--- src/rtl/display_command_deframer_top_defines.svh ---
// Assertion macros for the display command deframer.
// Included by the top level; expects clk and arst_n in scope.
`ifndef DISPLAY_COMMAND_DEFRAMER_TOP_DEFINES_SVH
`define DISPLAY_COMMAND_DEFRAMER_TOP_DEFINES_SVH

// Same-cycle implication, disabled during reset.
`define DCD_ASSERT_NOW(lbl, ante, cons, msg) \
	lbl: assert property (@(posedge clk) disable iff (!arst_n) (ante) |-> (cons)) \
		else $error(msg);

// Next-cycle implication, disabled during reset.
`define DCD_ASSERT_NEXT(lbl, ante, cons, msg) \
	lbl: assert property (@(posedge clk) disable iff (!arst_n) (ante) |=> (cons)) \
		else $error(msg);

`endif

--- src/rtl/dcd_pkg.sv ---
// Shared types and constants of the display command deframer.
// No dependencies.
package dcd_pkg;

	localparam int unsigned BYTE_W      = 8;
	localparam int unsigned FIELD_W     = 16;
	localparam int unsigned COUNT_W     = 20;
	localparam int unsigned INDEX_W     = 4;
	localparam int unsigned FIELD_BYTES = 10;
	localparam int unsigned OUT_DEPTH   = 3;

	localparam logic [BYTE_W-1:0]  BITMAP_START_TYPE  = 8'd99;
	localparam logic [COUNT_W-1:0] BITMAP_BYTES_RESET = 20'd153600;
	localparam logic [INDEX_W-1:0] FINAL_INDEX        = 4'd10;

	typedef enum logic [1:0] {
		EV_NONE         = 2'd0,
		EV_CMD          = 2'd1,
		EV_BITMAP_START = 2'd2,
		EV_PIXEL        = 2'd3
	} event_kind_t;

	typedef struct packed {
		logic [BYTE_W-1:0] rx_byte;
	} dcd_in_t;

	typedef struct packed {
		event_kind_t        event_kind;
		logic [BYTE_W-1:0]  cmd_type;
		logic [FIELD_W-1:0] x_start;
		logic [FIELD_W-1:0] y_start;
		logic [FIELD_W-1:0] rect_width;
		logic [FIELD_W-1:0] rect_height;
		logic [FIELD_W-1:0] fill_color;
		logic [BYTE_W-1:0]  pixel_byte;
		logic               last_pixel;
		logic               reply_buttons;
	} dcd_out_t;

	typedef logic [COUNT_W-1:0] dcd_cfg_t;

endpackage

--- src/rtl/dcd_out_fifo.sv ---
// Three-entry result queue between the core and the result channel.
// Depends on dcd_pkg.
module dcd_out_fifo (
	input  logic              clk,
	input  logic              arst_n,
	input  logic              push,
	input  dcd_pkg::dcd_out_t push_data,
	input  logic              pop,
	output logic              not_empty,
	output dcd_pkg::dcd_out_t head,
	output logic [1:0]        count
);

	localparam logic [1:0] LAST_SLOT = 2'(dcd_pkg::OUT_DEPTH - 1);

	dcd_pkg::dcd_out_t entries_q [dcd_pkg::OUT_DEPTH];
	logic [1:0]        wr_ptr_q;
	logic [1:0]        rd_ptr_q;
	logic [1:0]        count_q;

	assign not_empty = count_q != '0;
	assign head      = entries_q[rd_ptr_q];
	assign count     = count_q;

	always_ff @(posedge clk) begin
		if (push) begin
			entries_q[wr_ptr_q] <= push_data;
		end
	end

	always_ff @(posedge clk or negedge arst_n) begin
		if (!arst_n) begin
			wr_ptr_q <= '0;
			rd_ptr_q <= '0;
			count_q  <= '0;
		end else begin
			if (push) begin
				wr_ptr_q <= (wr_ptr_q == LAST_SLOT) ? 2'd0 : wr_ptr_q + 1'b1;
			end
			if (pop) begin
				rd_ptr_q <= (rd_ptr_q == LAST_SLOT) ? 2'd0 : rd_ptr_q + 1'b1;
			end
			case ({push, pop})
				2'b10:   count_q <= count_q + 1'b1;
				2'b01:   count_q <= count_q - 1'b1;
				default: count_q <= count_q;
			endcase
		end
	end

endmodule

--- config.mk ---
export PLATFORM = sky130hd
export DESIGN_NAME = dcd_out_fifo
export DESIGN_NICKNAME = d
export VERILOG_FILES = /design/src/rtl/display_command_deframer_top_defines.svh /design/src/rtl/dcd_pkg.sv /design/src/rtl/dcd_out_fifo.sv
export SDC_FILE = /design/constraint.sdc
export NUM_CORES = 1
export LEC_CHECK = 0
export ABC_AREA = 1
export BUFFER_PORTS_ARGS = -buffer_cell sky130_fd_sc_hd__buf_2
export CORE_UTILIZATION = 40
export CTS_CLUSTER_SIZE = 25
export DETAILED_ROUTE_END_ITERATION = 8
export PLACE_DENSITY = 0.65
export SLEW_MARGIN = 10
export SYNTH_ARGS = -nofsm -noshare
export SYNTH_HDL_FRONTEND = slang
export SYNTH_SLANG_ARGS = --single-unit
--- constraint.sdc ---
create_clock -name clk -period 9.1 [get_ports clk]
set_input_delay 1.365 -clock clk [delete_from_list [all_inputs] [get_ports clk]]
set_output_delay 1.365 -clock clk [all_outputs]
set_load 0.05 [all_outputs]
* Yosys cells after proc, flatten, opt, wreduce, memory -nomap -nowiden
Memories as Yosys holds them, arrays and structs flattened. Index checks and enable logic that the tools add are counted. W data, S select, Z words.
Storage, ports and cells: logic and storage cells 19, input port bits 104, output and inout port bits 103, memories 1, flip-flop bits (word level) 6, bits in writable memories 300, bits in read-only memories 0, bits in latches 0
Operators by class: add/subtract/negate cells 4, order comparisons 0, shift-type cells 0, bitwise logic cells 0, div/mod/pow operators 0, muxes and demuxes 5, multiply operators 0, equality and inequality tests 4, reductions and logical operators 2
Memories:
- entries_q | words 3, bits a word 100, read ports 1, clocked after memory_dff 0, wr ports 1, line dcd_out_fifo.sv:16 | dcd_pkg::dcd_out_t entries_q [dcd_pkg::OUT_DEPTH];
Operators with widths (number):
- $add A2 B1 Y2 const B | 3
- $eq A2 B2 Y1 const B | 3
- $mux W2 | 2
- $pmux W2 S2 | 1
- $reduce_bool A2 Y1 | 2
- $eq A2 B1 Y1 const B | 1
- $mux W1 | 2
- $sub A2 B1 Y2 const B | 1

* Logic depth before layout (Yosys ltp)
Gate-level depths: netlist (run 1).
depth after elaboration 2, depth in mapped cells 7, depth with buffers taken out 7

* Least setup slack after synthesis (run 1)
No wires, ideal clock.
kind input to register, start point in push, end point mem entries_q[2][0] (netlist name) (enable), required time 8.419 ns, path slack 0.267 ns, stages 2, arrival time 8.152 ns, setup time 0.681 ns, buffers on the path 0, path through inv_1 -> nor3_1
On the way: longest elaborated chain between the ends 2
Ends and longest elaborated chain:
- from (decl) | line dcd_out_fifo.sv:6 | input logic push,
- $mux W1 | line dcd_out_fifo.sv:26 | if (push) begin
- $mux W1 (not written as such) | line dcd_out_fifo.sv:27 | entries_q[wr_ptr_q] <= push_data;
- to (decl) | line dcd_out_fifo.sv:16
No other way between the ends.

==> results.cfg, run 1 <==
[outcome]
status = finished clean

[logic_synthesis]
synth_area_mm2 = 0.01109
ys_ff_latch = 306
yosysSeqAreaShare = 0.8255
syn_area_per_cell_um2 = 14.41
synthCells = 770
synth_cell_types = 14
synth-warning-count = 0
syn-num-nets = 875

[place]
globalplace.congestion = 0.6856
placed_area_mm2 = 0.01251
placed_cells = 1323
io_buffer_count = 206
dp_hpwl_um = 13540

[layout]
final_common_cell = nand2_1
drive_above_1_share = 0.2631
area_growth_pct = 22.66
stdcell_count = 1389
final_nets = 1092
final_cell_area_mm2 = 0.01361
mostFrequentLayoutCells = nand2_1, edfxtp_1, buf_2, nand3_1, clkbuf_16

[worst_setup_path]
rrSetupSlack_ns = 6.19
reg2reg_from = rd_ptr_q[1]$_DFFE_PN0P_
worstSetupEndpointType = output port
path_class = register to output port
worstPathRequired_ns = 7.74
cp-startpoint = rd_ptr_q[1]$_DFFE_PN0P_
crit_fanout = 63
reg2regPathDepth = 5
startpoint_type = register
worstReg2RegEnd = rd_ptr_q[0]$_DFFE_PN0P_
crit_arrival_ns = 3.90

[grt]
antenna_found_initial = 6
grt_max_degree = 81
grt_pass1_vias = 6585
grt-ovfl-total = 0
grt_pass1_wl_um = 35710
grt_use_total = 0.1622

[sta]
finalSetupTns_ns = 0
finalCritPeriodShare = 0.5780
skew_ns = 0.01266
slew_violations = 0
rsz0062_at_grt = no
relSlewSlack = 0.3137
clock.fmax_mhz = 190.1
period_minus_slack_ns = 5.260
setup_viol = 0
worst_pin_slew_ns = 1.027
hold_viol = 0

[detailed_routing]
drtPass1Iterations = 5
ant_nets = 0
drc = 0
routedWlPerCell_um = 16.49
vias = 6658
initialDrtViolationCount = 468
viasPerCell = 4.793
wl_um = 22900

[clock_tree]
numCtsBuffers = 34
cts_setup_buffers = 0
clk_path_buf_depth = 3
clockRootBuffer = clkbuf_16
cts-htree-levels = 2
postCtsHoldBufs = 0
clkTransAtPathRegs_ns = 0.06
cts_resized = 0
tritoncts = done
cts.sinks = 306
insertion_delay_ns = 0.49

[worst_hold_path]
worst_hold_path_type = register to register
hp-start = count[1]$_DFFE_PN0P_
min_to = count[1]$_DFFE_PN0P_
hold_depth = 2

[floorplan]
initial_core_util = 0.4094
die-area_mm2 = 0.02841
core_area_mm2 = 0.02710
io_pins = 207
die_w_um = 168.5
placementRows = 60
die_y_um = 168.5

[pwr]
p_leak_nw = 5.208
power-per-cell-area_mw_per_mm2 = 375.0
vdd_drop_max_v = 0.0002707

[job]
maxCapViolations = 0
## cells in the mapped netlist
master | instances | area, um^2
buf_2 | 28 | 140.1
buf_4 | 2 | 15.01
clkbuf_1 | 3 | 11.26
dfrtp_1 | 6 | 150.1
edfxtp_1 | 300 | 9009
ha_1 | 1 | 12.51
inv_1 | 11 | 41.29
nand2_1 | 307 | 1152
nand3_1 | 103 | 515.5
nand4_1 | 1 | 6.260
nor2_1 | 2 | 7.510
nor3_1 | 1 | 5.000
o21ai_0 | 4 | 20.02
xnor2_1 | 1 | 8.760
## metrics by stage
| step | total power, mW | hold WS [ns] | worst slack, ns | util |
|---|---|---|---|---|
| global placement | 3.842 | 0.4840 | 4.261 | 0.4617 |
| detailed placement | 3.855 | 0.5000 | 4.235 | 0.4617 |
| global route | 5.341 | 0.5359 | 3.511 | 0.5018 |
| CTS | 5.162 | 0.5141 | 3.723 | 0.5016 |
| floorplan | 3.372 | 0.5126 | 0.2672 | - |
| finish | 5.104 | 0.5196 | 3.840 | 0.5021 |
## where the power goes
group          leakage [nW]  internal (mW)  switching, mW  total [mW]
clock network         0.528          0.792          0.513        1.30
logic                  1.84          0.358           1.56        1.91
registers              2.84           1.81         0.0748        1.89
## logic make-up (layout without fill, tap and decap cells)
logic type	after synthesis	after routing	share of synthesized area
adders and majority gates	1	1	0.001128
buffers and inverters	44	285	0.01872
and+or+nand+nor	414	414	0.1520
AOI/OAI and AO/OA	4	4	0.001805
DFF	306	306	0.8255
xor gates and xnor gates	1	1	0.0007896
other	0	6	0
## sequential cells by signal, indices dropped and copies added (netlist names)
register / count
entries_q: 300
count: 2
rd_ptr_q: 2
wr_ptr_q: 2
## critical path, stage by stage (launching register included)
cell     delay, ns
dfrtp_4       0.70
buf_4         0.43
nor2_4        0.88
buf_4         0.70
nand2_1       0.12
nand3_1       0.13
buf_2         0.27
## routing by layer
| metal | share of wire | global-route usage | routed length, um |
|---|---|---|---|
| met5 | 0.00061 | 0 | 14 |
| met4 | 0.026 | 0.05573 | 584 |
| met3 | 0.081 | 0.05027 | 1852 |
| met2 | 0.46 | 0.2546 | 10470 |
| met1 | 0.44 | 0.2143 | 9976 |
## final cells by class
cell class	count	area, um^2
timing repair buffer	214	1091
fill	2359	13490
tap	372	465.4
inverter	11	46.29
sequential	306	9163
clock inverter	17	131.4
multi-input combinational	420	1748
antenna	6	15.01
clock buffer	43	948.4
## worst max-delay path by stage
stage                                end  slack (ns)  depth (start not counted)
6_report                        head[99]        3.84                          6
3_3_place_gp                    head[11]        4.26                          6
2_1_floorplan  entries_q[2][0]$_DFFE_PP_        0.27                          2
4_1_cts                         head[99]        3.72                          6
3_5_place_dp                    head[99]        4.24                          6
5_1_grt                         head[24]        3.51                          6
(Power assumes the default switching activity.)
==> run 2, diff against run 1 <==
--- a/config.mk
+++ b/config.mk
@@ -10,7 +10,7 @@
 export CORE_UTILIZATION = 40
 export CTS_CLUSTER_SIZE = 25
 export DETAILED_ROUTE_END_ITERATION = 8
-export PLACE_DENSITY = 0.65
+export PLACE_DENSITY = 0.67
 export SLEW_MARGIN = 10
 export SYNTH_ARGS = -nofsm -noshare
 export SYNTH_HDL_FRONTEND = slang
==> constraint.sdc (replaced) <==
create_clock -name clk -period 4.61 [get_ports clk]
set_input_delay 0.6915 -clock clk [delete_from_list [all_inputs] [get_ports clk]]
set_output_delay 0.6915 -clock clk [all_outputs]
set_load 0.05 [all_outputs]
==> run 2 against run 1 <==
Compared with the run above:
- non-clock buffer count increased by 1
- global-route usage decreased by 0.53 points
- final area decreased by 0.71%
- routed wire length decreased by 2.6%
- critical path depth decreased by 1
- clock-buffer cell count increased by 5
- via count decreased by 2.0%
- die area unchanged
- register-to-register slack got worse by 3.7 ns
- critical endpoint is now head[56]
==> results.cfg, run 2 (synthesized netlist as in run 1, its figures left out) <==
[pwr]
switchingPower_mw = 4.160
p_leak_nw = 5.153
p_int_mw = 5.616
vdd_drop_max_v = 0.0005116
p_sw_frac = 0.4255
p_seq_frac = 0.381
comb_power_share = 0.387
clockPowerShare = 0.232
p_total_mw = 9.775
power-per-cell-area_mw_per_mm2 = 723.5

[sta]
rsz0062_at_grt = no
finalCritPeriodShare = 0.7962
fin_ws_ns = 0.9395
slew_violations = 0
hold_viol = 0
skew_ns = 0.02255
worst_pin_slew_ns = 0.7686
period_minus_slack_ns = 3.671
relSlewSlack = 0.4876
setup_viol = 0
finalSetupTns_ns = 0
clock.fmax_mhz = 272.4

[layout]
mostFrequentLayoutCells = nand2_1, edfxtp_1, buf_2, nand3_1, clkbuf_16
area_growth_pct = 21.79
largest-register = entries_q
stdcell_count = 1384
final_nets = 1090
final_core_util = 0.4986
largest_reg_flops = 300
final.fill_count = 2348
drive_above_1_share = 0.2584
final_common_cell = nand2_1

[worst_hold_path]
hp-start = push_data[16]
hold_depth = 1
worst_hold_path_type = primary input to register
min_to = entries_q[0][16]$_DFFE_PP_

[detailed_routing]
ant_nets = 0
routedWlPerCell_um = 16.11
vias = 6522
drtPass1Iterations = 4
wl_um = 22300
drc = 0
viasPerCell = 4.712
initialDrtViolationCount = 378

[worst_setup_path]
startpoint_type = register
crit_arrival_ns = 2.98
worstSetupEndpointType = output port
path_class = register to output port
crit_fanout = 49
worstReg2RegEnd = rd_ptr_q[1]$_DFFE_PN0P_
worstPathRequired_ns = 3.92
reg2regPathDepth = 4
reg2reg_from = rd_ptr_q[1]$_DFFE_PN0P_
rrSetupSlack_ns = 2.48

[clock_tree]
tritoncts = done
cts-htree-levels = 1
cts_setup_buffers = 0
postCtsHoldBufs = 1
cts.sinks = 306
clockRootBuffer = clkbuf_16
clk_path_buf_depth = 3
cts_resized = 0
clkTransAtPathRegs_ns = 0.06
insertion_delay_ns = 0.55
numCtsBuffers = 31

[grt]
grt_use_total = 0.1569
antenna_found_initial = 3
grt-ovfl-total = 0
grt_max_degree = 102
grt_pass1_vias = 6593
grt_pass1_wl_um = 34720

[outcome]
status = finished clean

[floorplan]
die_w_um = 168.5
placementRows = 60
core_area_mm2 = 0.02710
initial_core_util = 0.4094
die-area_mm2 = 0.02841
io_pins = 207
die_y_um = 168.5

[place]
dp_slack_ns = 1.433
placed_cells = 1323
dp_hpwl_um = 12710
globalplace.congestion = 0.7104
io_buffer_count = 206

[job]
maxCapViolations = 0
-- run 2: area by class of cell --
type                            count  area (um^2)  share of cell area
Antenna cell                        2        5.005           0.0003704
Clock buffer                       48        889.6             0.06584
Clock inverter                     10        50.05            0.003704
Inverter                           11        46.29            0.003426
Multi-Input combinational cell    420         1754              0.1298
Sequential cell                   306         9163              0.6781
Tap cell                          372        465.4             0.03445
Timing Repair Buffer              215         1139             0.08427
-- run 2: power groups by stage --
stage | clock (mW) | combinational (mW) | sequential [mW]
after floorplan | 0 | 2.87 | 3.77
after global placement | 0 | 3.82 | 3.78
after detailed placement | 0 | 3.84 | 3.79
after CTS | 2.33 | 3.85 | 3.73
after global routing | 2.44 | 4.04 | 3.77
final | 2.26 | 3.79 | 3.73
-- run 2: worst max-delay path, stage by stage, from the launching register on --
cell	delay [ns]
dfrtp_4	0.73
nor2_4	0.63
buf_4	0.55
nand2_1	0.10
nand3_1	0.12
buf_2	0.28
-- run 2: layer usage --
metal  wire length, um  GRT usage  vias to the layer above
met4               318    0.03755                        2
met1              9540     0.1943                     3160
li1                  -          -                     3149
met3              1727    0.04910                       24
met5                10          0                        -
met2             10700     0.2683                      187
-- run 2: worst max path at each step --
stage | startpoint | to | depth (start not counted)
2_1_floorplan | push | entries_q[2][0]$_DFFE_PP_ | 2
3_3_place_gp | rd_ptr_q[1]$_DFFE_PN0P_ | head[56] | 5
3_5_place_dp | rd_ptr_q[1]$_DFFE_PN0P_ | head[56] | 5
4_1_cts | rd_ptr_q[1]$_DFFE_PN0P_ | head[56] | 5
5_1_grt | rd_ptr_q[1]$_DFFE_PN0P_ | head[57] | 5
6_report | rd_ptr_q[1]$_DFFE_PN0P_ | head[56] | 5
-- run 2: per-stage QoR --
| step | hold WS, ns | area (um^2) |
|---|---|---|
| after global routing | 0.3065 | 13510 |
| final | 0.3363 | 13510 |
| after CTS | 0.2999 | 13510 |
| after floorplan | 0.3959 | 11110 |
| after global placement | 0.4984 | 12560 |
| after detailed placement | 0.5065 | 12560 |
