--- src/rtl/display_command_deframer_top_defines.svh ---
// Assertion macros for the display command deframer.
// Included by the top level; expects clk and arst_n in scope.
`ifndef DISPLAY_COMMAND_DEFRAMER_TOP_DEFINES_SVH
`define DISPLAY_COMMAND_DEFRAMER_TOP_DEFINES_SVH

// Same-cycle implication, disabled during reset.
`define DCD_ASSERT_NOW(lbl, ante, cons, msg) \
	lbl: assert property (@(posedge clk) disable iff (!arst_n) (ante) |-> (cons)) \
		else $error(msg);

// Next-cycle implication, disabled during reset.
`define DCD_ASSERT_NEXT(lbl, ante, cons, msg) \
	lbl: assert property (@(posedge clk) disable iff (!arst_n) (ante) |=> (cons)) \
		else $error(msg);

`endif

--- src/rtl/dcd_pkg.sv ---
// Shared types and constants of the display command deframer.
// No dependencies.
package dcd_pkg;

	localparam int unsigned BYTE_W      = 8;
	localparam int unsigned FIELD_W     = 16;
	localparam int unsigned COUNT_W     = 20;
	localparam int unsigned INDEX_W     = 4;
	localparam int unsigned FIELD_BYTES = 10;
	localparam int unsigned OUT_DEPTH   = 3;

	localparam logic [BYTE_W-1:0]  BITMAP_START_TYPE  = 8'd99;
	localparam logic [COUNT_W-1:0] BITMAP_BYTES_RESET = 20'd153600;
	localparam logic [INDEX_W-1:0] FINAL_INDEX        = 4'd10;

	typedef enum logic [1:0] {
		EV_NONE         = 2'd0,
		EV_CMD          = 2'd1,
		EV_BITMAP_START = 2'd2,
		EV_PIXEL        = 2'd3
	} event_kind_t;

	typedef struct packed {
		logic [BYTE_W-1:0] rx_byte;
	} dcd_in_t;

	typedef struct packed {
		event_kind_t        event_kind;
		logic [BYTE_W-1:0]  cmd_type;
		logic [FIELD_W-1:0] x_start;
		logic [FIELD_W-1:0] y_start;
		logic [FIELD_W-1:0] rect_width;
		logic [FIELD_W-1:0] rect_height;
		logic [FIELD_W-1:0] fill_color;
		logic [BYTE_W-1:0]  pixel_byte;
		logic               last_pixel;
		logic               reply_buttons;
	} dcd_out_t;

	typedef logic [COUNT_W-1:0] dcd_cfg_t;

endpackage

--- src/rtl/dcd_core.sv ---
// Frame state and result formation for one registered byte.
// Depends on dcd_pkg.
module dcd_core (
	input  logic                           clk,
	input  logic                           arst_n,
	input  logic                           valid_s1,
	input  logic [dcd_pkg::BYTE_W-1:0]     byte_s1,
	input  logic                           cfg_wr,
	input  logic [dcd_pkg::COUNT_W-1:0]    cfg_data,
	output dcd_pkg::dcd_out_t              result
);

	logic [dcd_pkg::COUNT_W-1:0] bitmap_bytes_q;
	logic [dcd_pkg::INDEX_W-1:0] byte_index_q;
	logic [dcd_pkg::BYTE_W-1:0]  type_q;
	logic [dcd_pkg::BYTE_W-1:0]  field_bytes_q [dcd_pkg::FIELD_BYTES];
	logic                        bitmap_mode_q;
	logic [dcd_pkg::COUNT_W-1:0] pixel_count_q;
	logic                        reply_toggle_q;

	logic [dcd_pkg::COUNT_W-1:0] count_inc;
	logic                        bitmap_done;
	logic                        frame_start;
	logic                        cmd_done;
	logic [dcd_pkg::INDEX_W-1:0] field_sel;

	assign count_inc   = pixel_count_q + 1'b1;
	assign bitmap_done = count_inc == bitmap_bytes_q;
	assign frame_start = (byte_index_q == '0) || (byte_index_q > dcd_pkg::FINAL_INDEX);
	assign cmd_done    = byte_index_q == dcd_pkg::FINAL_INDEX;
	assign field_sel   = byte_index_q - 1'b1;

	always_ff @(posedge clk or negedge arst_n) begin
		if (!arst_n) begin
			bitmap_bytes_q <= dcd_pkg::BITMAP_BYTES_RESET;
		end else if (cfg_wr) begin
			bitmap_bytes_q <= cfg_data;
		end
	end

	always_ff @(posedge clk or negedge arst_n) begin
		if (!arst_n) begin
			byte_index_q   <= '0;
			type_q         <= '0;
			bitmap_mode_q  <= 1'b0;
			pixel_count_q  <= '0;
			reply_toggle_q <= 1'b0;
		end else if (valid_s1) begin
			if (bitmap_mode_q) begin
				if (bitmap_done) begin
					bitmap_mode_q  <= 1'b0;
					pixel_count_q  <= '0;
					reply_toggle_q <= ~reply_toggle_q;
				end else begin
					pixel_count_q <= count_inc;
				end
			end else if (frame_start) begin
				type_q <= byte_s1;
				if (byte_s1 == dcd_pkg::BITMAP_START_TYPE) begin
					bitmap_mode_q <= 1'b1;
					pixel_count_q <= '0;
					byte_index_q  <= '0;
				end else begin
					byte_index_q <= 4'd1;
				end
			end else if (cmd_done) begin
				byte_index_q <= '0;
			end else begin
				byte_index_q <= byte_index_q + 1'b1;
			end
		end
	end

	// Bytes of a frame are always written in order before the frame completes.
	always_ff @(posedge clk) begin
		if (valid_s1 && !bitmap_mode_q && !frame_start) begin
			field_bytes_q[field_sel] <= byte_s1;
		end
	end

	always_comb begin
		result = '0;
		if (bitmap_mode_q) begin
			result.event_kind = dcd_pkg::EV_PIXEL;
			result.pixel_byte = byte_s1;
			result.last_pixel = bitmap_done;
		end else if (frame_start) begin
			if (byte_s1 == dcd_pkg::BITMAP_START_TYPE) begin
				result.event_kind = dcd_pkg::EV_BITMAP_START;
			end
		end else if (cmd_done) begin
			result.event_kind    = dcd_pkg::EV_CMD;
			result.cmd_type      = type_q;
			result.x_start       = {field_bytes_q[1], field_bytes_q[0]};
			result.y_start       = {field_bytes_q[3], field_bytes_q[2]};
			result.rect_width    = {field_bytes_q[5], field_bytes_q[4]};
			result.rect_height   = {field_bytes_q[7], field_bytes_q[6]};
			result.fill_color    = {byte_s1, field_bytes_q[8]};
			result.reply_buttons = reply_toggle_q;
		end
	end

endmodule

--- config.mk ---
export PLATFORM = sky130hd
export DESIGN_NAME = dcd_core
export DESIGN_NICKNAME = d
export VERILOG_FILES = /design/src/rtl/display_command_deframer_top_defines.svh /design/src/rtl/dcd_pkg.sv /design/src/rtl/dcd_core.sv
export SDC_FILE = /design/constraint.sdc
export NUM_CORES = 1
export LEC_CHECK = 0
export ABC_AREA = 0
export BUFFER_PORTS_ARGS = -buffer_cell sky130_fd_sc_hd__buf_2
export CORE_ASPECT_RATIO = 1.25
export CORE_MARGIN = 2
export CORE_UTILIZATION = 55
export CTS_CLUSTER_SIZE = 25
export DETAILED_ROUTE_END_ITERATION = 8
export HOLD_SLACK_MARGIN = 0.1
export PLACE_DENSITY_LB_ADDON = 0.1
export SYNTH_ARGS = -nofsm -noshare
export SYNTH_HDL_FRONTEND = slang
export SYNTH_SLANG_ARGS = --single-unit
export TNS_END_PERCENT = 20
--- constraint.sdc ---
create_clock -name clk -period 4.8 [get_ports clk]
set_clock_uncertainty 0.05 [all_clocks]
set_input_delay 1.44 -clock clk [delete_from_list [all_inputs] [get_ports clk]]
set_output_delay 1.44 -clock clk [all_outputs]
set_load 0.01 [all_outputs]
# After elaboration in Yosys (flattened, before gate mapping)
# Memory sizes are Yosys's and may differ from the RTL's.
# Index checks and enable logic that the tools add are counted.
# totals
out_inout_bits	100
register_bits	54
mem_bits_rw	80
memories	1
input_bits	32
# op_classes
n_eq_ne	3
reduce_logical	12
n_mux	23
addsub	3
bitwise_logic	2
order_cmp	1
# memory_table
memory	depth	width	rd	rd_clocked_by_memory_dff	write_ports	line	text
field_bytes_q	10	8	9	0	1	dcd_core.sv:16	logic [dcd_pkg::BYTE_W-1:0] field_bytes_q [dcd_pkg::FIELD_BYTES];
# op_table
op	n
two-way mux 88 bit	2
two-way mux 89 bit	1
two-way mux 20 bit	4
adder 20 x 1 -> 20 bit (second input constant)	1
== test 20 bit	1
two-way mux 1 bit	10
two-way mux 9 bit	1
AND reduction 3 bit	3
== test 8 x 7 -> 1 bit (second input constant)	1
two-way mux 4 bit	2
two-way mux 2 bit	3
adder 4 x 1 -> 4 bit (second input constant)	1
== test 4 bit (second input constant)	1
greater-than comparator 4 bit (second input constant)	1
zero test 4 bit	1
nonzero test 2 bit	2
subtractor 4 x 1 -> 4 bit (second input constant)	1
logical AND 1 bit	2
zero test 1 bit	2
inverter 1 bit	2
AND reduction 2 bit	1
logical OR 1 bit	1

# Logic depth before layout (Yosys ltp)
# Gate-level depths: netlist of run 1.
# logic_depth
word_depth	6
depth_mapped	12

# Worst setup path after synthesis of run 1
# No wires, ideal clock.
# synth_path
path_type	in2out
from	in byte_s1[2] (netlist name)
to	out result[99] (netlist name)
setup_slack_ns	0.782
required_time_ns	3.310
cell_stages	3
t_arrival_ns	2.528
path_cell_list	or4b_2 -> nor3_1 -> or2_2
# synth_lines
element	line	text
start, declared	dcd_core.sv:7	input logic [dcd_pkg::BYTE_W-1:0] byte_s1,
end, declared	dcd_core.sv:10	output dcd_pkg::dcd_out_t result

==> flow_metrics.py, run 1 <==
metrics = {
    "synthesis": {
        "synth_cells": 517,
        "post-synth-top-area-fraction_pct": 35.4,
        "syn-num-nets": 551,
        "synth-seq-area-share_pct": 57.6,
        "post_synth_edffs": 72,
        "synth-async-reset-ratio_pct": 42.9,
        "synth_top_family_by_area": "simple AND/OR/NAND/NOR gates",
        "synthFlopType": "edfxtp_1",
        "synth_cell_type_count": 57,
        "yosys_register_bits": 126,
        "synth_commonest_cells": "100 x and2_1, 72 x edfxtp_1, 50 x dfrtp_1",
        "synth.most_common_cell": "and2_1",
        "yosysWarnings": 0,
        "synth_compound_gate_area_share_pct": 7.54,
        "synthTopCellsByArea": "edfxtp_1 35%, dfrtp_1 20%, and2_1 10%",
        "synth_area_leader_cell": "edfxtp_1",
        "synth.avg_cell_area_um2": 11.8,
        "synth_xor_area_share_pct": 3.87,
        "synth_area_in_simple_gates_pct": 22.5,
        "synth.mux.area_fraction_pct": 5.51,
        "post_synth_instance_area_um2": 6110,
        "synthAdderAreaFrac_pct": 0.410,
    },
    "route": {
        "dr_total_vias": 4478,
        "postRouteAntennaNets": 0,
        "drt_wl_total_um": 13800,
        "1st_pass_router_iterations": 4,
        "routed_wire_length_per_instance_um": 17.2,
        "detailedRoute.firstIterationViolations": 111,
        "drt_drc_violations_left": 0,
        "route.detailed.vias_per_inst": 5.58,
    },
    "placed_design": {
        "dp_hpwl_um": 9670,
        "place.gp.congestion": 0.902,
        "port_buffers": 131,
    },
    "die": {
        "num_rows": 43,
        "die_width_um": 98.3,
        "die-height_um": 122,
        "io-pin-count": 132,
        "floorplan.initialDensity_pct": 55.7,
        "core_region_area_um2": 11000,
        "floorplan.die_area_um2": 12000,
    },
    "timing": {
        "worst-slew-pin-transition_ns": 0.976,
        "slew_headroom_pct": 34.4,
        "period_share_pct": 95.2,
        "setup_violations": 0,
        "achievable-frequency_mhz": 219,
        "final_max_slew_viol_count": 0,
        "summed_negative_setup_slack_over_all_endpoints_ns": 0,
        "rsz_0062_raised_after_global_routing": "no",
        "finalCriticalPeriod_ns": 4.57,
        "report.final.hold_viol_count": 0,
    },
    "clocking": {
        "worst_skew_pair.late_latency_ns": 0.41,
        "ctsRootBufferMaster": "clkbuf_16",
        "cts-buffers-inserted": 17,
        "cts_sinks": 126,
        "clockBufferDepth": 2,
        "clock_tree_from_tritoncts": "done",
        "clk_transition_reported_paths_ns": 0.05,
        "h-tree-depth": 4,
    },
    "critical_path": {
        "timing.critical_path.required_ns": 3.31,
        "worstPathArrival_ns": 3.08,
        "setup.worst_path.class": "flop to output pin",
        "cp_max_fo": 9,
        "timing.critical_path.from_type": "flop",
        "worst_setup_path_end_kind": "output pin",
    },
    "global_route": {
        "grt_overflow_total": 0,
        "grt.busiest_layer": "met2",
        "grt_max_degree": 67,
        "met3_usage_pct": 6.20,
        "global_route.usage.total_pct": 23.8,
        "met2_usage_pct": 43.0,
        "global_route.usage.met1_pct": 27.1,
        "grt_first_pass_wirelength_um": 21800,
        "first_global_vias": 4282,
        "antenna_violations_before_repair": 0,
    },
    "cells_and_area": {
        "postLayoutCoreUtil_pct": 69.0,
        "synthesis_to_finish_area_growth_pct": 24.0,
        "layout-drive-gt1-share_pct": 33.8,
        "nNetsFinal": 689,
        "num_antenna_cells": 0,
    },
    "worst_hold_path": {
        "hold_class": "flop to flop",
    },
    "power": {
        "irDropWorstVdd_uv": 287,
        "leakagePower_uw": 0.00336,
        "powerDensity_nw_per_um2": 408,
    },
    "run": {
        "drv.max_cap_violation_count": 0,
    },
    "status": {
        "status": "finished, final reports clean",
    },
}
## state kept, by name, summed over array words and instances (netlist names)
name            cells
bitmap_bytes_q     20
byte_index_q        4
reply_toggle_q      1
field_bytes_q      72
pixel_count_q      20
bitmap_mode_q       1
type_q              8
## path summary, 6_finish.rpt
path / to / slack, ns / start / depth (start not counted)
min in group asynchronous: bitmap_bytes_q[16]$_DFFE_PN0P_ / 0.97 / arst_n / 1
hold reg to reg: reply_toggle_q$_DFFE_PN0P_ / 0.43 / reply_toggle_q$_DFFE_PN0P_ / 1
max in group asynchronous: bitmap_bytes_q[14]$_DFFE_PN1P_ / 2.88 / arst_n / 2
hold / removal: reply_toggle_q$_DFFE_PN0P_ / 0.43 / reply_toggle_q$_DFFE_PN0P_ / 1
setup / recovery: result[1] / 0.23 / pixel_count_q[4]$_DFFE_PN0P_ / 8
setup reg to reg: pixel_count_q[3]$_DFFE_PN0P_ / 1.58 / pixel_count_q[4]$_DFFE_PN0P_ / 9
## logic make-up after synthesis
logic type	count (synthesis)
xor+xnor	27
compound gates	64
mux	30
fa+ha+maj	2
buf+inv	35
flops	126
simple gates	233
## stage by stage
stage / hold slack (ns) / power, uW / setup slack (ns) / cells / cell area, um2
6_report: 0.430 / 3090 / 0.230 / 803 / 7580
3_3_place_gp: 0.404 / 1840 / 0.476 / 770 / 6940
5_1_grt: 0.443 / 3230 / 0.0217 / 803 / 7580
4_1_cts: 0.434 / 3110 / 0.0118 / 802 / 7520
3_5_place_dp: 0.412 / 1860 / 0.398 / 770 / 6940
2_1_floorplan: 0.384 / 1690 / 0.782 / 517 / 6110
## layout make-up
class	instances	area [um2]
clock buffers	19	433
clock inverters	13	145
fillers	820	3400
inverters	4	15.0
multi-input cells	356	2490
flip-flops and latches	126	3520
well taps	135	169
repair buffers	150	798
## placed cells by master (no fill, tap or decap), types with 11 or more instances in the layout
cell,instances
buf_2,131
and2_1,100
edfxtp_1,72
dfrtp_1,46
mux2_2,29
nand2_1,25
xnor2_1,19
buf_4,19
nor2_1,18
clkbuf_16,17
nand3_1,13
o21ai_0,12
nor3_1,11
## power by group
group | total, uW | switching, uW | internal (uW)
Combinational | 437 | 241 | 196
Sequential | 1410 | 104 | 1300
Clock | 1250 | 440 | 808
## worst max-delay path: stages (launching register included)
cell and delay, ns:
dfrtp_1 0.49, nand3_2 0.28, nor2_1 0.24, nand4_1 0.23
xnor2_1 0.22, or4_4 0.55, nor4_1 0.32, and2_1 0.19
buf_2 0.13
## per-layer routing
metal / wire [um] / vias up / share of wire (%)
li1: - / 2141 / -
met1: 5370 / 2176 / 39
met2: 7460 / 134 / 54
met3: 617 / 27 / 4.5
met4: 339 / 0 / 2.5
met5: 0 / - / 0
## timing repair
item	CTS	global route
hold buffers	0	0
setup endpoints to repair	1	1
resized for setup	1	11
buffers inserted	0	1
pin swaps	0	2
Note: power is estimated with default switching activity, not from simulation.
==> inputs of run 2 (changes only) <==
--- a/config.mk
+++ b/config.mk
@@ -9,11 +9,13 @@
 export BUFFER_PORTS_ARGS = -buffer_cell sky130_fd_sc_hd__buf_2
 export CORE_ASPECT_RATIO = 1.25
 export CORE_MARGIN = 2
-export CORE_UTILIZATION = 55
+export CORE_UTILIZATION = 57
+export CTS_BUF_LIST = sky130_fd_sc_hd__clkbuf_4
 export CTS_CLUSTER_SIZE = 25
 export DETAILED_ROUTE_END_ITERATION = 8
 export HOLD_SLACK_MARGIN = 0.1
 export PLACE_DENSITY_LB_ADDON = 0.1
+export SKIP_LAST_GASP = 1
 export SYNTH_ARGS = -nofsm -noshare
 export SYNTH_HDL_FRONTEND = slang
 export SYNTH_SLANG_ARGS = --single-unit
==> run 2 against run 1 <==
Wire length down 2.1%. Global-route usage down 0.15 points. Combinational power up 1%. First-iteration DRC count up 110%. Total power down 17%. Sequential power about the same. Largest cell class unchanged.
==> flow_metrics.py, run 2 (synthesis results as in run 1) <==
metrics = {
    "status": {
        "status": "finished, final reports clean",
    },
    "worst_hold_path": {
        "hold_class": "flop to flop",
        "min_from": "reply_toggle_q$_DFFE_PN0P_",
    },
    "cells_and_area": {
        "layout_common_cells": "131 x buf_2, 99 x and2_1, 72 x edfxtp_1",
        "top_regs": "field_bytes_q (72), bitmap_bytes_q (20), pixel_count_q (20)",
        "nNetsFinal": 693,
        "top_register": "field_bytes_q",
        "ff_latch_area_um2": 3530,
        "layout-drive-gt1-share_pct": 35.4,
        "synthesis_to_finish_area_growth_pct": 20.3,
        "layout_commonest_cell": "buf_2",
        "multi_input_area_um2": 2530,
        "fillers": 826,
        "largest_register_ffs": 72,
    },
    "clocking": {
        "h-tree-depth": 4,
        "clk_transition_reported_paths_ns": 0.11,
        "cts_hold_repair.buffers": 0,
        "cts_sinks": 126,
        "clock_tree_from_tritoncts": "done",
        "clockBufferDepth": 2,
        "cts-buffers-inserted": 17,
        "ctsRootBufferMaster": "clkbuf_4",
        "worst_skew_pair.late_latency_ns": 0.52,
    },
    "critical_path": {
        "critical_path_cell_by_cell": "nand4_1 > buf_4 > or4_1 > nand3_1 > nand2_1 > or4_4 > nor4_4 > and2_1 > buf_2",
        "worst_setup_path_end_kind": "output pin",
        "cp_max_fo": 8,
        "setup.worst_path.class": "flop to output pin",
        "timing.critical_path.required_ns": 3.31,
        "timing.critical_path.from_type": "flop",
        "cpMaxStageDelayCell": "or4_4",
        "critical-path-max-stage-delay_ns": 0.52,
        "worstPathArrival_ns": 3.12,
        "crit-reg2reg-launch": "pixel_count_q[0]$_DFFE_PN0P_",
        "launching_element_of_the_worst_setup_path": "pixel_count_q[0]$_DFFE_PN0P_",
    },
    "global_route": {
        "global_route.usage.total_pct": 23.7,
        "grt.busiest_layer": "met2",
        "grt_first_pass_wirelength_um": 21400,
        "antenna_violations_before_repair": 1,
        "grt_overflow_total": 0,
        "met3_usage_pct": 6.35,
        "first_global_vias": 4224,
        "grt_max_degree": 72,
        "global_route.usage.met1_pct": 26.8,
        "met2_usage_pct": 42.4,
    },
    "timing": {
        "achievable-frequency_mhz": 217,
        "rsz_0062_raised_after_global_routing": "no",
        "summed_negative_setup_slack_over_all_endpoints_ns": 0,
        "report.final.hold_viol_count": 0,
        "setup_violations": 0,
        "worst-slew-pin-transition_ns": 1.05,
        "period_share_pct": 96.1,
        "final_max_slew_viol_count": 0,
        "finalCriticalPeriod_ns": 4.61,
        "post-route-worst-setup-slack_ns": 0.188,
        "slew_headroom_pct": 29.7,
    },
    "run": {
        "drv.max_cap_violation_count": 0,
    },
    "placed_design": {
        "port_buffers": 131,
        "dpl_worst_slack_ns": 0.425,
        "dp_hpwl_um": 9500,
        "place.gp.congestion": 0.906,
    },
    "power": {
        "power.internal_uw": 1810,
        "switch_pwr_uw": 745,
        "switching_share_pct": 29.2,
        "pwr-share-clk_pct": 27.7,
        "irDropWorstVdd_uv": 249,
        "leakagePower_uw": 0.00325,
        "powerDensity_nw_per_um2": 348,
        "comb_power_share_pct": 17.3,
        "seq_power_share_pct": 55.0,
    },
    "die": {
        "io-pin-count": 132,
        "floorplan.die_area_um2": 11600,
        "die-height_um": 120,
        "die_width_um": 96.6,
        "num_rows": 42,
        "floorplan.initialDensity_pct": 58.1,
        "core_region_area_um2": 10500,
    },
    "route": {
        "detailedRoute.firstIterationViolations": 237,
        "drt_wl_total_um": 13500,
        "routed_wire_length_per_instance_um": 16.8,
        "drt_drc_violations_left": 0,
        "route.detailed.vias_per_inst": 5.55,
        "1st_pass_router_iterations": 4,
        "dr_total_vias": 4469,
        "postRouteAntennaNets": 0,
    },
}
-- run 2: worst paths after layout --
| path | to | slack (ns) | cells past startpoint |
|---|---|---|---|
| hold / removal | reply_toggle_q$_DFFE_PN0P_ | 0.43 | 1 |
| max in group asynchronous | pixel_count_q[3]$_DFFE_PN0P_ | 3.23 | 2 |
| setup / recovery | result[1] | 0.19 | 9 |
| min in group asynchronous | bitmap_bytes_q[16]$_DFFE_PN0P_ | 0.97 | 2 |
| hold reg to reg | reply_toggle_q$_DFFE_PN0P_ | 0.43 | 1 |
| setup reg to reg | pixel_count_q[3]$_DFFE_PN0P_ | 1.43 | 10 |
-- run 2: metal layers --
| layer | wire length [um] | share of wire (%) | vias to the layer above |
|---|---|---|---|
| met1 | 5220 | 39 | 2164 |
| met2 | 7320 | 54 | 138 |
| met3 | 651 | 4.8 | 19 |
| met5 | 0 | 0 | - |
| met4 | 303 | 2.2 | 0 |
| li1 | - | - | 2148 |
-- run 2: power groups by stage --
stage | sequential, uW | combinational, uW | clock, uW
floorplan | 1370 | 329 | 0
global placement | 1410 | 421 | 0
detailed placement | 1420 | 437 | 0
CTS | 1400 | 440 | 724
global route | 1430 | 492 | 773
finish | 1400 | 443 | 708
-- run 2: metrics by stage --
stage	hold WS (ns)	cell area (um2)	instances	power, uW	util (%)
after floorplan	0.384	6110	517	1690	-
after global placement	0.405	6910	763	1840	65.7
after detailed placement	0.424	6910	763	1860	65.7
after CTS	0.441	7210	795	2560	68.6
after global routing	0.464	7350	805	2690	69.9
final	0.434	7350	805	2560	69.9
-- run 2: cell type report --
class	count	area share (%)
multi-input cells	356	34.5
repair buffers	154	11.3
inverters	4	0.204
diodes	1	0.0341
clock inverters	14	1.94
well taps	132	2.25
flip-flops and latches	126	48.0
clock buffers	18	1.84
-- run 2: critical path: cells and delay by family, from the launching register on --
kind | cells | cell delay, ns
buffers and inverters | 2 | 0.30
AND/OR/NAND/NOR | 7 | 1.82
flip-flops | 1 | 0.48
-- run 2: what timing repair did --
action	CTS	global route
buffers inserted	0	9
setup endpoints to repair	1	1
pin swaps	0	2
endpoints found under the hold margin	0	0
resized for setup	7	12
==> inputs of run 3 (changes only) <==
--- a/config.mk
+++ b/config.mk
@@ -6,7 +6,7 @@
 export NUM_CORES = 1
 export LEC_CHECK = 0
 export ABC_AREA = 0
-export BUFFER_PORTS_ARGS = -buffer_cell sky130_fd_sc_hd__buf_2
+export BUFFER_PORTS_ARGS = -buffer_cell sky130_fd_sc_hd__clkbuf_2
 export CORE_ASPECT_RATIO = 1.25
 export CORE_MARGIN = 2
 export CORE_UTILIZATION = 57
==> constraint.sdc (replaced) <==
create_clock -name clk -period 4.6 [get_ports clk]
set_clock_uncertainty 0.05 [all_clocks]
set_input_delay 1.38 -clock clk [delete_from_list [all_inputs] [get_ports clk]]
set_output_delay 1.38 -clock clk [all_outputs]
set_load 0.01 [all_outputs]
==> run 3 against run 2 <==
Count of clock-buffer cells in the layout is 1 lower. Total power is 13% higher. First-iteration DRC count is 26% lower. Largest power group unchanged. Final cell count is 1.6% higher. Largest cell class unchanged. Sequential power is 4% higher.
==> flow_metrics.py, run 3 (synthesis results as in run 1) <==
metrics = {
    "timing": {
        "report.final.hold_viol_count": 0,
        "finalCriticalPeriod_ns": 4.43,
        "slew_headroom_pct": 26.0,
        "worst-slew-pin-transition_ns": 1.11,
        "setup_violations": 0,
        "final_max_slew_viol_count": 0,
        "period_share_pct": 96.2,
        "achievable-frequency_mhz": 226,
    },
    "run": {
        "drv.max_cap_violation_count": 0,
    },
    "cells_and_area": {
        "layout_common_cells": "130 x clkbuf_2, 98 x and2_1, 72 x edfxtp_1",
        "postLayoutCoreUtil_pct": 71.9,
        "top_register": "field_bytes_q",
        "layout.cell_area.non_filler_um2": 7560,
        "synthesis_to_finish_area_growth_pct": 23.7,
        "top_regs": "field_bytes_q (72), bitmap_bytes_q (20), pixel_count_q (20)",
        "largest_register_ffs": 72,
        "nNetsFinal": 707,
        "layout_commonest_cell": "clkbuf_2",
        "layout-drive-gt1-share_pct": 38.1,
    },
    "critical_path": {
        "cpMaxStageDelayCell": "or4_4",
        "cp.buffers_inverters": 2,
        "path_common_cell": "nor4_4",
        "critical-path-max-stage-delay_ns": 0.57,
        "timing.critical_path.from_type": "flop",
        "setup.worst_path.class": "flop to output pin",
        "worst_setup_path_end_kind": "output pin",
        "ff2ff_setup_slack_ns": 1.04,
        "timing.critical_path.required_ns": 3.17,
        "cp_max_fo": 9,
        "kind_of_cell_adding_the_most_delay_to_the_critical_path": "simple AND/OR/NAND/NOR gates",
        "worstPathArrival_ns": 3.00,
        "critical_path_cell_by_cell": "buf_4 > nand4_1 > nor4_4 > xnor2_1 > nand2_1 > or4_4 > nor4_4 > and2_4 > buf_6",
    },
    "clocking": {
        "clk_transition_reported_paths_ns": 0.11,
        "clock_tree_from_tritoncts": "done",
        "h-tree-depth": 4,
        "cts-buffers-inserted": 17,
        "worst_skew_pair.late_latency_ns": 0.52,
        "cts_sinks": 126,
        "clockBufferDepth": 2,
        "cts_hold_repair.buffers": 0,
        "ctsRootBufferMaster": "clkbuf_4",
    },
    "global_route": {
        "global_route.usage.total_pct": 24.4,
        "grt_overflow_total": 0,
        "first_global_vias": 4298,
        "antenna_violations_before_repair": 1,
        "grt_first_pass_wirelength_um": 21800,
        "grt_max_degree": 72,
    },
    "power": {
        "powerDensity_nw_per_um2": 383,
        "seq_power_share_pct": 50.4,
        "power.internal_uw": 2120,
        "switching_share_pct": 27.0,
        "pwr-share-clk_pct": 32.7,
        "comb_power_share_pct": 16.9,
        "leakagePower_uw": 0.00329,
        "irDropWorstVdd_uv": 277,
        "switch_pwr_uw": 781,
    },
    "placed_design": {
        "place.gp.congestion": 0.902,
        "placed_cell_area_um2": 6950,
        "dp_hpwl_um": 9800,
        "port_buffers": 131,
    },
    "die": {
        "die_width_um": 96.6,
        "die-height_um": 120,
        "io-pin-count": 132,
        "num_rows": 42,
        "floorplan.die_area_um2": 11600,
        "floorplan.initialDensity_pct": 58.1,
        "core_region_area_um2": 10500,
    },
    "route": {
        "detailedRoute.firstIterationViolations": 175,
        "routed_wire_length_per_instance_um": 17.2,
        "route.detailed.vias_per_inst": 5.57,
        "postRouteAntennaNets": 0,
        "dr_total_vias": 4555,
        "1st_pass_router_iterations": 5,
        "drt_wl_total_um": 14100,
        "drt_drc_violations_left": 0,
    },
    "status": {
        "status": "finished, final reports clean",
    },
    "worst_hold_path": {
        "hold_class": "flop to flop",
    },
}
==> run 3: cell count changes in the layout (fill, tap and decap cells not counted), moves of 2 or more <==
cell,previous run,this run
buf_2,131,0
buf_4,23,37
bufinv_16,2,6
clkbuf_2,0,130
clkinv_1,3,0
clkinv_4,3,1
dfrtp_1,44,41
dfrtp_2,6,9
nand3_2,0,2
==> run 3: layer usage <==
layer | up-vias | global-route usage [%] | part of all wire [%]
met5 | - | 0 | 0
met4 | 0 | 8.36 | 2.0
met3 | 24 | 6.76 | 4.8
met2 | 142 | 44.8 | 56
met1 | 2215 | 27.0 | 37
li1 | 2174 | - | -
==> run 3: timing repair <==
item                                    4_1_cts  5_1_grt
resized for setup                            11       17
cloned                                        0        0
endpoints found under the setup margin        1        1
pin swaps                                     2        6
buffers inserted                              1       15
==> run 3: path summary, 6_finish.rpt <==
kind,start,end,depth (start not counted)
setup reg to reg,pixel_count_q[2]$_DFFE_PN0P_,pixel_count_q[5]$_DFFE_PN0P_,11
hold / removal,reply_toggle_q$_DFFE_PN0P_,reply_toggle_q$_DFFE_PN0P_,1
max in group asynchronous,arst_n,pixel_count_q[5]$_DFFE_PN0P_,2
hold reg to reg,reply_toggle_q$_DFFE_PN0P_,reply_toggle_q$_DFFE_PN0P_,1
setup / recovery,pixel_count_q[2]$_DFFE_PN0P_,result[1],9
min in group asynchronous,arst_n,bitmap_bytes_q[13]$_DFFE_PN0P_,1
==> run 3: worst register-to-register path, cell delays in order, from the launching register on <==
cell	delay, ns
dfrtp_2	0.42
buf_4	0.16
nand4_1	0.24
nor4_4	0.39
xnor2_1	0.18
nand2_1	0.08
or4_4	0.57
buf_4	0.16
o41ai_4	0.45
buf_4	0.37
nor3_1	0.11
a211o_1	0.29
==> run 3: final cells by class <==
cell class / count / area [um2]
fill: 778 / 2950
clock buffer: 17 / 128
multi-input combinational: 356 / 2540
timing repair buffer: 168 / 940
inverter: 4 / 15.0
tap: 132 / 165
clock inverter: 14 / 239
antenna: 1 / 2.50
sequential: 126 / 3530
==> run 3: stage by stage <==
stage / power [uW] / TNS, ns / setup WS, ns / cells / hold slack (ns)
6_report: 2900 / 0 / 0.174 / 818 / 0.418
4_1_cts: 2890 / 0 / 0.0254 / 802 / 0.423
3_5_place_dp: 1940 / 0 / 0.280 / 770 / 0.406
3_3_place_gp: 1920 / 0 / 0.336 / 770 / 0.405
2_1_floorplan: 1770 / 0 / 0.702 / 517 / 0.384
5_1_grt: 3030 / -0.0102 / -0.0102 / 818 / 0.446
==> run 3: power by group through the flow <==
stage	Sequential, uW	Combinational, uW	Clock, uW
after floorplan	1420	343	0
after global placement	1480	443	0
after detailed placement	1480	459	0
after CTS	1460	465	964
after global routing	1480	537	1010
final	1460	489	948
